$ cat config.mk
export PLATFORM = sky130hd
export DESIGN_NAME = lru_keyed_cache_unit
export DESIGN_NICKNAME = d
export VERILOG_FILES = /design/src/lkc_pkg.sv /design/src/lkc_ctrl.sv /design/src/lkc_datapath.sv /design/src/lru_keyed_cache_unit.sv
export SDC_FILE = /design/constraint.sdc
export NUM_CORES = 2
export LEC_CHECK = 0
export ABC_AREA = 1
export BUFFER_PORTS_ARGS = -buffer_cell sky130_fd_sc_hd__buf_2
export CORE_MARGIN = 5
export CORE_UTILIZATION = 33
export DETAILED_ROUTE_END_ITERATION = 10
export PLACE_DENSITY = 0.5
export RECOVER_POWER = 100
export REMOVE_ABC_BUFFERS = 1
export SLEW_MARGIN = 15
export SYNTH_ARGS = -nofsm -noshare
export SYNTH_HDL_FRONTEND = slang
export SYNTH_HIERARCHICAL = 1
export SYNTH_SLANG_ARGS = --single-unit
$ cat constraint.sdc
create_clock -name clk -period 15.1 [get_ports clk]
set_clock_uncertainty 0.1 [all_clocks]
set_input_delay 2.265 -clock clk [delete_from_list [all_inputs] [get_ports clk]]
set_output_delay 2.265 -clock clk [all_outputs]
set_load 0.02 [all_outputs]
$ cat src/lkc_pkg.sv
// ----------------------------------------------------------------------------
// lkc_pkg: shared definitions for the keyed LRU cache
// Field widths and positions on the stream ports, operation codes, controller
// states, and the command and status bundles between controller and datapath.
// ----------------------------------------------------------------------------
`default_nettype none

package lkc_pkg;

    localparam int CAPACITY_DEF      = 16;
    localparam int PAYLOAD_WIDTH_DEF = 32;

    localparam int KEY_W    = 64;
    localparam int PAY_IN_W = 32;
    localparam int OCC_W    = 5;
    localparam int OP_W     = 2;

    // input stream: tdata = {payload, key}, tuser = operation
    localparam int KEY_LSB   = 0;
    localparam int PAY_LSB   = KEY_LSB + KEY_W;
    localparam int S_TDATA_W = PAY_LSB + PAY_IN_W;
    localparam int S_TUSER_W = OP_W;

    // output stream: tdata = {pad, occupancy, evicted_key, data_out},
    // tuser = {evicted, hit}
    localparam int DATA_LSB  = 0;
    localparam int EVK_LSB   = DATA_LSB + PAY_IN_W;
    localparam int OCC_LSB   = EVK_LSB + KEY_W;
    localparam int M_TDATA_W = ((OCC_LSB + OCC_W + 7) / 8) * 8;
    localparam int M_PAD_W   = M_TDATA_W - OCC_LSB - OCC_W;
    localparam int M_TUSER_W = 2;

    typedef enum logic [OP_W-1:0] {
        OP_PUT   = 2'd0,
        OP_GET   = 2'd1,
        OP_HAS   = 2'd2,
        OP_CLEAR = 2'd3
    } op_t;

    typedef enum logic [1:0] {
        ST_IDLE   = 2'd0,
        ST_LOOKUP = 2'd1,
        ST_EXEC   = 2'd2,
        ST_FINISH = 2'd3
    } state_t;

    typedef struct packed {
        logic capture;
        logic lookup;
        logic exec;
        logic load_out;
    } cmd_t;

    typedef struct packed {
        logic out_free;
    } status_t;

endpackage

`default_nettype wire

$ cat src/lkc_ctrl.sv
// ----------------------------------------------------------------------------
// lkc_ctrl: operation sequencer
// Steps each accepted transaction through lookup, table update and result
// load, and issues the matching commands to the datapath.
// ----------------------------------------------------------------------------
`default_nettype none

module lkc_ctrl
(
    input  wire logic             clk,
    input  wire logic             rst_n,
    input  wire logic             s_tvalid,
    output logic                  s_tready,
    input  wire lkc_pkg::status_t status,
    output lkc_pkg::cmd_t         cmd
);

    lkc_pkg::state_t state_reg;
    lkc_pkg::state_t state_next;

    always_ff @(posedge clk or negedge rst_n)
    begin
        if (!rst_n)
        begin
            state_reg <= lkc_pkg::ST_IDLE;
        end
        else
        begin
            state_reg <= state_next;
        end
    end

    always_comb
    begin
        state_next = state_reg;
        cmd        = '0;
        s_tready   = 1'b0;
        case (state_reg)
            lkc_pkg::ST_IDLE:
            begin
                s_tready = 1'b1;
                if (s_tvalid)
                begin
                    cmd.capture = 1'b1;
                    state_next  = lkc_pkg::ST_LOOKUP;
                end
            end
            lkc_pkg::ST_LOOKUP:
            begin
                cmd.lookup = 1'b1;
                state_next = lkc_pkg::ST_EXEC;
            end
            lkc_pkg::ST_EXEC:
            begin
                cmd.exec   = 1'b1;
                state_next = lkc_pkg::ST_FINISH;
            end
            lkc_pkg::ST_FINISH:
            begin
                // hold until the output register can take the result
                if (status.out_free)
                begin
                    cmd.load_out = 1'b1;
                    s_tready     = 1'b1;
                    if (s_tvalid)
                    begin
                        cmd.capture = 1'b1;
                        state_next  = lkc_pkg::ST_LOOKUP;
                    end
                    else
                    begin
                        state_next = lkc_pkg::ST_IDLE;
                    end
                end
            end
            default:
            begin
                state_next = lkc_pkg::ST_IDLE;
            end
        endcase
    end

endmodule

`default_nettype wire

$ cat src/lkc_datapath.sv
// ----------------------------------------------------------------------------
// lkc_datapath: key table, recency ranks and result register
// Parallel key match, slot selection, rank update, payload store and the
// output register of the result stream.
// ----------------------------------------------------------------------------
`default_nettype none

module lkc_datapath
#(
    parameter int CAPACITY      = lkc_pkg::CAPACITY_DEF,
    parameter int PAYLOAD_WIDTH = lkc_pkg::PAYLOAD_WIDTH_DEF
)
(
    input  wire logic                            clk,
    input  wire logic                            rst_n,
    input  wire lkc_pkg::cmd_t                   cmd,
    output lkc_pkg::status_t                     status,
    input  wire logic [lkc_pkg::S_TDATA_W-1:0]   s_tdata,
    input  wire logic [lkc_pkg::S_TUSER_W-1:0]   s_tuser,
    output logic                                 m_tvalid,
    input  wire logic                            m_tready,
    output logic [lkc_pkg::M_TDATA_W-1:0]        m_tdata,
    output logic [lkc_pkg::M_TUSER_W-1:0]        m_tuser
);

    localparam int IW = (CAPACITY > 1) ? $clog2(CAPACITY) : 1;
    localparam int CW = $clog2(CAPACITY + 1);
    localparam int SW = (PAYLOAD_WIDTH < lkc_pkg::PAY_IN_W) ? PAYLOAD_WIDTH
                                                            : lkc_pkg::PAY_IN_W;
    localparam logic [IW-1:0] RANK_LAST = IW'(CAPACITY - 1);
    localparam logic [CW-1:0] COUNT_FULL = CW'(CAPACITY);

    // captured operation
    lkc_pkg::op_t               op_reg;
    logic [lkc_pkg::KEY_W-1:0]  op_key_reg;
    logic [SW-1:0]              op_pay_reg;

    // table
    logic [lkc_pkg::KEY_W-1:0]  entry_key_reg [CAPACITY];
    logic [SW-1:0]              pay_mem [CAPACITY];
    logic [CAPACITY-1:0]        valid_reg;
    logic [IW-1:0]              rank_reg [CAPACITY];
    logic [IW-1:0]              rank_next [CAPACITY];
    logic [CW-1:0]              count_reg;

    // lookup results
    logic                       hit_reg;
    logic                       full_reg;
    logic [IW-1:0]              slot_reg;
    logic [IW-1:0]              hit_rank_reg;

    // update results
    logic                       ev_reg;
    logic [lkc_pkg::KEY_W-1:0]  evk_reg;
    logic [SW-1:0]              rd_reg;

    // output register
    logic                          m_tvalid_reg;
    logic [lkc_pkg::M_TDATA_W-1:0] m_tdata_reg;
    logic [lkc_pkg::M_TUSER_W-1:0] m_tuser_reg;

    // lookup logic
    logic [CAPACITY-1:0]        hit_vec;
    logic                       hit_any;
    logic [IW-1:0]              hit_idx;
    logic [IW-1:0]              hit_rank;
    logic [IW-1:0]              free_idx;
    logic [IW-1:0]              victim_idx;
    logic                       full_now;

    // update control
    logic                       is_insert;
    logic                       do_rank;
    logic                       out_hit;
    logic [lkc_pkg::PAY_IN_W-1:0] out_data;

    always_comb
    begin
        hit_idx    = '0;
        hit_rank   = '0;
        free_idx   = '0;
        victim_idx = '0;
        for (int i = 0; i < CAPACITY; i++)
        begin
            hit_vec[i] = valid_reg[i] && (entry_key_reg[i] == op_key_reg);
            if (hit_vec[i])
            begin
                hit_idx = IW'(i);
            end
            hit_rank = hit_rank | (rank_reg[i] & {IW{hit_vec[i]}});
            // the oldest entry, used only when the table is full
            if (valid_reg[i] && (rank_reg[i] == RANK_LAST))
            begin
                victim_idx = IW'(i);
            end
        end
        // lowest-numbered free slot
        for (int i = CAPACITY - 1; i >= 0; i--)
        begin
            if (!valid_reg[i])
            begin
                free_idx = IW'(i);
            end
        end
        hit_any  = |hit_vec;
        full_now = (count_reg == COUNT_FULL);
    end

    assign is_insert = (op_reg == lkc_pkg::OP_PUT) && !hit_reg;
    assign do_rank   = is_insert
                    || (hit_reg && ((op_reg == lkc_pkg::OP_PUT) || (op_reg == lkc_pkg::OP_GET)));

    // age the entries ahead of the touched slot, put the touched slot at rank zero
    always_comb
    begin
        for (int i = 0; i < CAPACITY; i++)
        begin
            if (IW'(i) == slot_reg)
            begin
                rank_next[i] = '0;
            end
            else if (valid_reg[i] && (is_insert || (rank_reg[i] < hit_rank_reg)))
            begin
                rank_next[i] = rank_reg[i] + IW'(1);
            end
            else
            begin
                rank_next[i] = rank_reg[i];
            end
        end
    end

    // operation capture, lookup results, update results
    always_ff @(posedge clk)
    begin
        if (cmd.capture)
        begin
            op_reg     <= lkc_pkg::op_t'(s_tuser);
            op_key_reg <= s_tdata[lkc_pkg::KEY_LSB +: lkc_pkg::KEY_W];
            op_pay_reg <= SW'(s_tdata[lkc_pkg::PAY_LSB +: lkc_pkg::PAY_IN_W]);
        end
        if (cmd.lookup)
        begin
            hit_reg      <= hit_any;
            full_reg     <= full_now;
            hit_rank_reg <= hit_rank;
            if (hit_any)
            begin
                slot_reg <= hit_idx;
            end
            else if (full_now)
            begin
                slot_reg <= victim_idx;
            end
            else
            begin
                slot_reg <= free_idx;
            end
        end
        if (cmd.exec)
        begin
            rd_reg <= pay_mem[slot_reg];
            if (is_insert && full_reg)
            begin
                ev_reg  <= 1'b1;
                evk_reg <= entry_key_reg[slot_reg];
            end
            else
            begin
                ev_reg  <= 1'b0;
                evk_reg <= '0;
            end
            if (is_insert)
            begin
                entry_key_reg[slot_reg] <= op_key_reg;
                pay_mem[slot_reg]       <= op_pay_reg;
            end
        end
    end

    // valid bits, ranks and fill count
    always_ff @(posedge clk or negedge rst_n)
    begin
        if (!rst_n)
        begin
            valid_reg <= '0;
            count_reg <= '0;
            for (int i = 0; i < CAPACITY; i++)
            begin
                rank_reg[i] <= '0;
            end
        end
        else if (cmd.exec)
        begin
            if (op_reg == lkc_pkg::OP_CLEAR)
            begin
                valid_reg <= '0;
                count_reg <= '0;
                for (int i = 0; i < CAPACITY; i++)
                begin
                    rank_reg[i] <= '0;
                end
            end
            else
            begin
                if (do_rank)
                begin
                    for (int i = 0; i < CAPACITY; i++)
                    begin
                        rank_reg[i] <= rank_next[i];
                    end
                end
                if (is_insert)
                begin
                    valid_reg[slot_reg] <= 1'b1;
                    if (!full_reg)
                    begin
                        count_reg <= count_reg + CW'(1);
                    end
                end
            end
        end
    end

    assign out_hit  = hit_reg && (op_reg != lkc_pkg::OP_CLEAR);
    assign out_data = (out_hit && (op_reg == lkc_pkg::OP_GET))
                    ? lkc_pkg::PAY_IN_W'(rd_reg) : '0;

    assign status.out_free = !m_tvalid_reg || m_tready;

    always_ff @(posedge clk or negedge rst_n)
    begin
        if (!rst_n)
        begin
            m_tvalid_reg <= 1'b0;
        end
        else if (cmd.load_out)
        begin
            m_tvalid_reg <= 1'b1;
        end
        else if (m_tready)
        begin
            m_tvalid_reg <= 1'b0;
        end
    end

    always_ff @(posedge clk)
    begin
        if (cmd.load_out)
        begin
            m_tdata_reg <= {{lkc_pkg::M_PAD_W{1'b0}},
                            lkc_pkg::OCC_W'(count_reg),
                            evk_reg,
                            out_data};
            m_tuser_reg <= {ev_reg, out_hit};
        end
    end

    assign m_tvalid = m_tvalid_reg;
    assign m_tdata  = m_tdata_reg;
    assign m_tuser  = m_tuser_reg;

endmodule

`default_nettype wire

$ cat src/lru_keyed_cache_unit.sv
// ----------------------------------------------------------------------------
// lru_keyed_cache_unit: fully associative cache with least-recently-used order
// Top level: sequencer plus key table datapath on a pair of streams.
// ----------------------------------------------------------------------------
// The unit holds up to CAPACITY entries, each a 64-bit key with a payload of
// PAYLOAD_WIDTH bits (at most 32 are kept), and keeps a strict recency order
// among them. Every input transaction carries one operation and yields exactly
// one result transaction. Put on a miss stores the entry in the lowest free
// slot or, when the table is full, in place of the least recent entry, whose
// key is reported; put on a hit only makes the entry most recent and keeps the
// stored payload. Get on a hit returns the payload and makes the entry most
// recent; on a miss it reports hit=0 and changes nothing. Has tests for the
// key and leaves the order alone. Clear empties the table. Each result carries
// the occupancy after the operation. After acceptance an operation passes
// through lookup, table update and result load into the output register,
// and a new transaction is taken in the same cycle the previous result is
// loaded, so the unit takes a new operation only as the previous one loads
// its result, while the output side keeps up. The three sequencer steps that
// follow acceptance are one registered stage each. A stalled output holds the
// finished result and the next transaction waits at the input.
`default_nettype none

module lru_keyed_cache_unit
#(
    parameter int CAPACITY      = lkc_pkg::CAPACITY_DEF,
    parameter int PAYLOAD_WIDTH = lkc_pkg::PAYLOAD_WIDTH_DEF
)
(
    input  wire logic                            clk,
    input  wire logic                            rst_n,
    input  wire logic                            s_tvalid,
    output logic                                 s_tready,
    // s_tdata, from bit 0 up: key (64), payload (32)
    input  wire logic [lkc_pkg::S_TDATA_W-1:0]   s_tdata,
    // s_tuser, from bit 0 up: operation (2)
    input  wire logic [lkc_pkg::S_TUSER_W-1:0]   s_tuser,
    output logic                                 m_tvalid,
    input  wire logic                            m_tready,
    // m_tdata, from bit 0 up: data_out (32), evicted_key (64), occupancy (5),
    // zero pad (3)
    output logic [lkc_pkg::M_TDATA_W-1:0]        m_tdata,
    // m_tuser, from bit 0 up: hit (1), evicted (1)
    output logic [lkc_pkg::M_TUSER_W-1:0]        m_tuser
);

    lkc_pkg::cmd_t    cmd;
    lkc_pkg::status_t status;

    // sequence each transaction: capture, lookup, update, load result
    lkc_ctrl u_ctrl
    (
        .clk      (clk),
        .rst_n    (rst_n),
        .s_tvalid (s_tvalid),
        .s_tready (s_tready),
        .status   (status),
        .cmd      (cmd)
    );

    // key table, recency ranks, payload store and output register
    lkc_datapath
    #(
        .CAPACITY      (CAPACITY),
        .PAYLOAD_WIDTH (PAYLOAD_WIDTH)
    )
    u_datapath
    (
        .clk      (clk),
        .rst_n    (rst_n),
        .cmd      (cmd),
        .status   (status),
        .s_tdata  (s_tdata),
        .s_tuser  (s_tuser),
        .m_tvalid (m_tvalid),
        .m_tready (m_tready),
        .m_tdata  (m_tdata),
        .m_tuser  (m_tuser)
    );

endmodule

`default_nettype wire

---- Yosys cells after proc, flatten, opt, wreduce, memory -nomap -nowiden ----
Memory sizes are Yosys's and may differ from the RTL's. A register that Yosys moved wholly into a read port is not among the register bits.
Index checks and enable logic that the tools add are counted.
word-level totals
  flip-flop bits (word level) ............. 300
  memories kept ........................... 2
  RAM bits ................................ 1536
operators by class
  add/subtract/negate cells ............... 17
  equal/unequal tests ..................... 56
  $lt $le $gt $ge ......................... 18
  bitwise gates (word level) .............. 32
  mux-type cells .......................... 107
  reductions and logical operators ........ 117
memories
  memory                    words  width  read ports  clocked after Yosys merged registers in  write ports  RTL line            source
  u_datapath.entry_key_reg  16     64     17          1                                        1            lkc_datapath.sv:39  logic [lkc_pkg::KEY_W-1:0] entry_key_reg [CAPACITY];
  u_datapath.pay_mem        16     32     1           1                                        1            lkc_datapath.sv:40  logic [SW-1:0] pay_mem [CAPACITY];
operators with widths
  cell                                                            number
  64-bit == test                                                  16
  4-bit two-way mux                                               78
  64-bit two-way mux                                              2
  4-bit by 1-bit adder with 4-bit output, second input constant   16
  4-bit AND                                                       16
  4-bit < comparator                                              16
  4-bit == test, second input constant                            15
  4-bit OR                                                        15
  1-bit logical AND                                               53
  3-bit AND reduction                                             17
  3-bit nonzero test                                              16
  4-bit == test, first input constant                             8
  16-bit two-way mux                                              2
  1-bit logical OR                                                19
  3-bit by 4-bit == test with 1-bit output, first input constant  4
  1-bit two-way mux                                               16
  16-bit OR                                                       1
  16-bit OR reduction                                             1
  5-bit two-way mux                                               3
  2-bit by 4-bit == test with 1-bit output, first input constant  2
  2-bit inequality test, second input constant                    4
  2-bit one-hot mux with 4 select lines                           1
  2-bit == test, second input constant                            3
  2-bit nonzero test                                              3
  other kinds (13)                                                20

---- Logic depth before layout (Yosys ltp) ----
  depth in word-level cells ............... 19
  depth in mapped cells ................... 26

---- Cells and area by module ----
The synthesis kept the hierarchy.
by module, submodules not included
  module        area an instance (um^2)  cells an instance  seq. area each (um^2)  instances
  lkc_datapath  85533.3                  6932               57525.2                1
  lkc_ctrl      210.2                    30                 50.0                   1

---- Worst setup path before layout ----
No wires, ideal clock.
  kind .................................... register -> register
  start point ............................. reg u_ctrl.state_reg[0]
  end point ............................... mem u_datapath/entry_key_reg[10][0] in the netlist's numbering (enable)
  stages on the path, launching flop included .. 8
  path buffers ............................ 1
  required time ........................... 14332 ps
  setup time .............................. 668 ps
  data arrival time ....................... 10258 ps
  period minus slack after synthesis ...... 11026 ps
  setup slack ............................. 4074 ps
  cells stage by stage .................... dfrtp_1 -> inv_1 -> ha_1 -> inv_1 -> nor2_2 -> clkinv_1 -> clkbuf_1 -> nor3_1
RTL lines
  what                      RTL line            source
  start: declaration        lkc_ctrl.sv:18      lkc_pkg::state_t state_reg;
  start signal: assignment  lkc_ctrl.sv:25      state_reg <= lkc_pkg::ST_IDLE;
  start signal: assignment  lkc_ctrl.sv:29      state_reg <= state_next;
  end: declaration          lkc_datapath.sv:39

==> impl_metrics.toml <==
[outcome]
outcome = "finished, violations left"
violations = "max-capacitance violations, max-slew violations"

[flow_run]
maxCapViolCount = 107

[sta]
min_period_ns = 9.70
final_max_slew_viol_count = 3549
fin_setup_tns_ns = 0
rsz0062_at_grt = "no"
hold_viol_final = 0
worstMarginPinSlew_ns = 7.41
period_share_pct = 64.2
fin_ws_ns = 5.40
timing.slew.headroom_pct = -394
fmax_mhz = 103
setup_violations = 0

[critical_path]
rr_startpoint = "u_datapath/slot_reg[1]"
cp_max_fo = 106
cp.arrival_ns = 10.31
start_kind = "flop"
r2r_end = "u_datapath/evk_reg[56]"
setup.worst_path.end_class = "flop"
ff2ff_path_depth = 9
worstSetupPathType = "flop to flop"
cp.required_ns = 15.71
r2r_slack_ns = 5.40

[floorplan]
core_um2 = 259000
die_h_um = 520
start_util_pct = 33.1
rows = 187
num_io_pins = 210
fp.dieW_um = 520
dieArea_um2 = 270000

[power_and_ir_drop]
swShare_pct = 38.8
p_seq_share_pct = 40.4
peakVddDrop_mv = 0.135
p_int_w = 0.0107
powerDensity_nw_per_um2 = 180
total_power_w = 0.0174
power_switching_w = 0.00676
p_clk_share_pct = 30.6
power_frac_comb_pct = 29.0
p_leak_nw = 32.5

[routing]
num_vias = 67300
drt_wl_total_um = 442000
post_drt_wl_per_cell_um = 40.9
drc = 0
drt_iter0_drc = 11000
firstDrtPassIters = 7
viasPerCell = 6.21
drtAntennaViolNets = 0

[global_routing]
antenna_found_initial = 34
grt_max_degree = 131
grt_pass1_wl_um = 578000
grt_use_total_pct = 31.4
grt_pass1_vias = 63500
grt_overflow = 0

[finish]
largest_register_ff_count = 1024
layout_common_cells = "edfxtp_1 (1,844), nand2_1 (978), a22oi_1 (618)"
nFillCells = 25100
ff_latch_area_um2 = 57600
fin_nets = 7394
fin_util_pct = 37.5
stdcell_count = 10800
drive_above_1_share_pct = 7.72
mostFrequentLayoutCell = "edfxtp_1"
areaGrowthSynthToFinish_pct = 13.3
multiInputGateArea_um2 = 24000

[cts]
clk_latency_ns = 0.93
cts_tree = "yes"
cts_made_buffers = 214
cts-root-buf = "clkbuf_16"
clock_sinks = 1932
clockBufferDepth = 3
cts_hold_buf = 0
clkSlewWorstSetupHoldPaths_ns = 0.06
postCtsResizedCells = 0
post_cts_buffers = 0
htree_num_levels = 4

[synth]
async_reset_ff_share_pct = 4.55
ys.flop_type = "edfxtp_1"
synth-edff-count = 1844
synth_cells = 6962
syn_area_um2 = 85700
synth.avg_cell_area_um2 = 12.3
ys_seq_area_share_pct = 67.1
yosysUniqueCellTypes = 68
ys_seq_elements = 1932
yosysWarnings = 6

[placement]
gp_congestion = 1.05
dp_hpwl_um = 306000
pre_cts_ws_ns = 9.77
io_buffers = 206
placed_cells = 10400

[min_path]
hold_path.class = "flop to flop"
hold_depth = 0
min_to = "u_datapath/m_tdata[53]"
worstHoldStart = "u_datapath/evk_reg[21]"
worst max path at each step:
stage / startpoint / to / slack [ns]
after global routing: u_datapath/op_reg[0] / u_datapath/entry_key_reg[3][55] / 5.05
after detailed placement: m_tready / s_tready / 9.77
final: u_datapath/slot_reg[1] / u_datapath/evk_reg[56] / 5.40
after global placement: m_tready / s_tready / 9.70
after floorplan: u_datapath/slot_reg[0] / u_datapath/entry_key_reg[1][0] / -9.94
after CTS: m_tready / s_tready / 9.77
per-stage QoR:
stage                     hold slack (ns)  area, um^2
final                               0.315       97100
after global routing                0.321       97100
after CTS                           0.314       98000
after detailed placement            0.305       90900
after global placement              0.302       90900
after floorplan                     0.300       83700
power groups by stage:
stage	Combinational, W	Sequential, W	Clock [W]
3_3_place_gp	0.00491	0.00707	0
3_5_place_dp	0.00490	0.00708	0
4_1_cts	0.00492	0.00697	0.00540
5_1_grt	0.00508	0.00707	0.00563
6_report	0.00506	0.00704	0.00535
2_1_floorplan	0.00219	0.00720	0
cell usage after synthesis, types with 4 or more instances:
cell type | n | share of area, %
a211oi_1 | 19 | 0.17
a21boi_0 | 19 | 0.17
a21oi_1 | 272 | 1.6
a21oi_2 | 4 | 0.041
a221oi_1 | 53 | 0.54
a22o_1 | 33 | 0.34
a22oi_1 | 618 | 5.4
a31oi_1 | 7 | 0.051
a41oi_1 | 44 | 0.45
buf_1 | 32 | 0.14
buf_2 | 100 | 0.58
buf_4 | 33 | 0.29
buf_6 | 41 | 0.54
clkbuf_1 | 178 | 0.78
dfrtp_1 | 88 | 2.6
edfxtp_1 | 1844 | 65
ha_1 | 71 | 1.0
inv_1 | 510 | 2.2
inv_2 | 52 | 0.23
inv_4 | 6 | 0.044
nand2_1 | 981 | 4.3
nand3_1 | 85 | 0.50
nand3_2 | 10 | 0.12
nand4_1 | 91 | 0.66
nor2_1 | 378 | 1.7
nor2_2 | 4 | 0.029
nor3_1 | 49 | 0.29
nor3_2 | 4 | 0.047
nor4_1 | 107 | 0.78
nor4_2 | 4 | 0.058
nor4b_1 | 6 | 0.061
o2111ai_1 | 24 | 0.25
o211ai_1 | 21 | 0.18
o21ai_0 | 328 | 1.9
o21ai_1 | 47 | 0.27
o221ai_1 | 102 | 1.0
o22ai_1 | 344 | 2.5
o31ai_4 | 4 | 0.099
or2_1 | 4 | 0.029
or2_2 | 30 | 0.22
or4_1 | 32 | 0.28
xnor2_1 | 155 | 1.6
xor2_1 | 87 | 0.89
layer usage:
metal  wire length, um  vias up  GRT usage (%)
met5                42        -              0
li1                  -    26900              -
met1            166000    34000           40.2
met3             49700     1322           8.49
met2            186000     5040           46.3
met4             40400        6           22.0
worst max-delay path: stages (launching register included):
cell and delay, ns:
edfxtp_1 0.54, nor2_4 0.15, clkbuf_1 1.50, clkbuf_1 2.25, buf_12 0.50, clkbuf_1 2.82
a22oi_1 0.74, a21oi_1 0.55, nor4_1 0.14, nor2_1 0.13
area by class of cell:
cell class | instances | area share [%]
antenna | 17 | 0.0438
multi-input combinational | 4076 | 24.7
tap | 3402 | 4.38
inverter | 571 | 2.25
clock buffer | 262 | 5.74
timing repair buffer | 426 | 2.04
clock inverter | 141 | 1.56
sequential | 1932 | 59.3
cell families after synthesis:
| family | count (synthesis) | synth area share (%) |
|---|---|---|
| compound gates | 1963 | 15.3 |
| flops | 1932 | 67.1 |
| simple gates | 1797 | 9.16 |
| buf+inv | 956 | 4.87 |
| xor+xnor | 242 | 2.47 |
| fa+ha+maj | 71 | 1.04 |
| other cells | 1 | 0.00437 |
No activity file was read; power rests on OpenSTA's default activity.
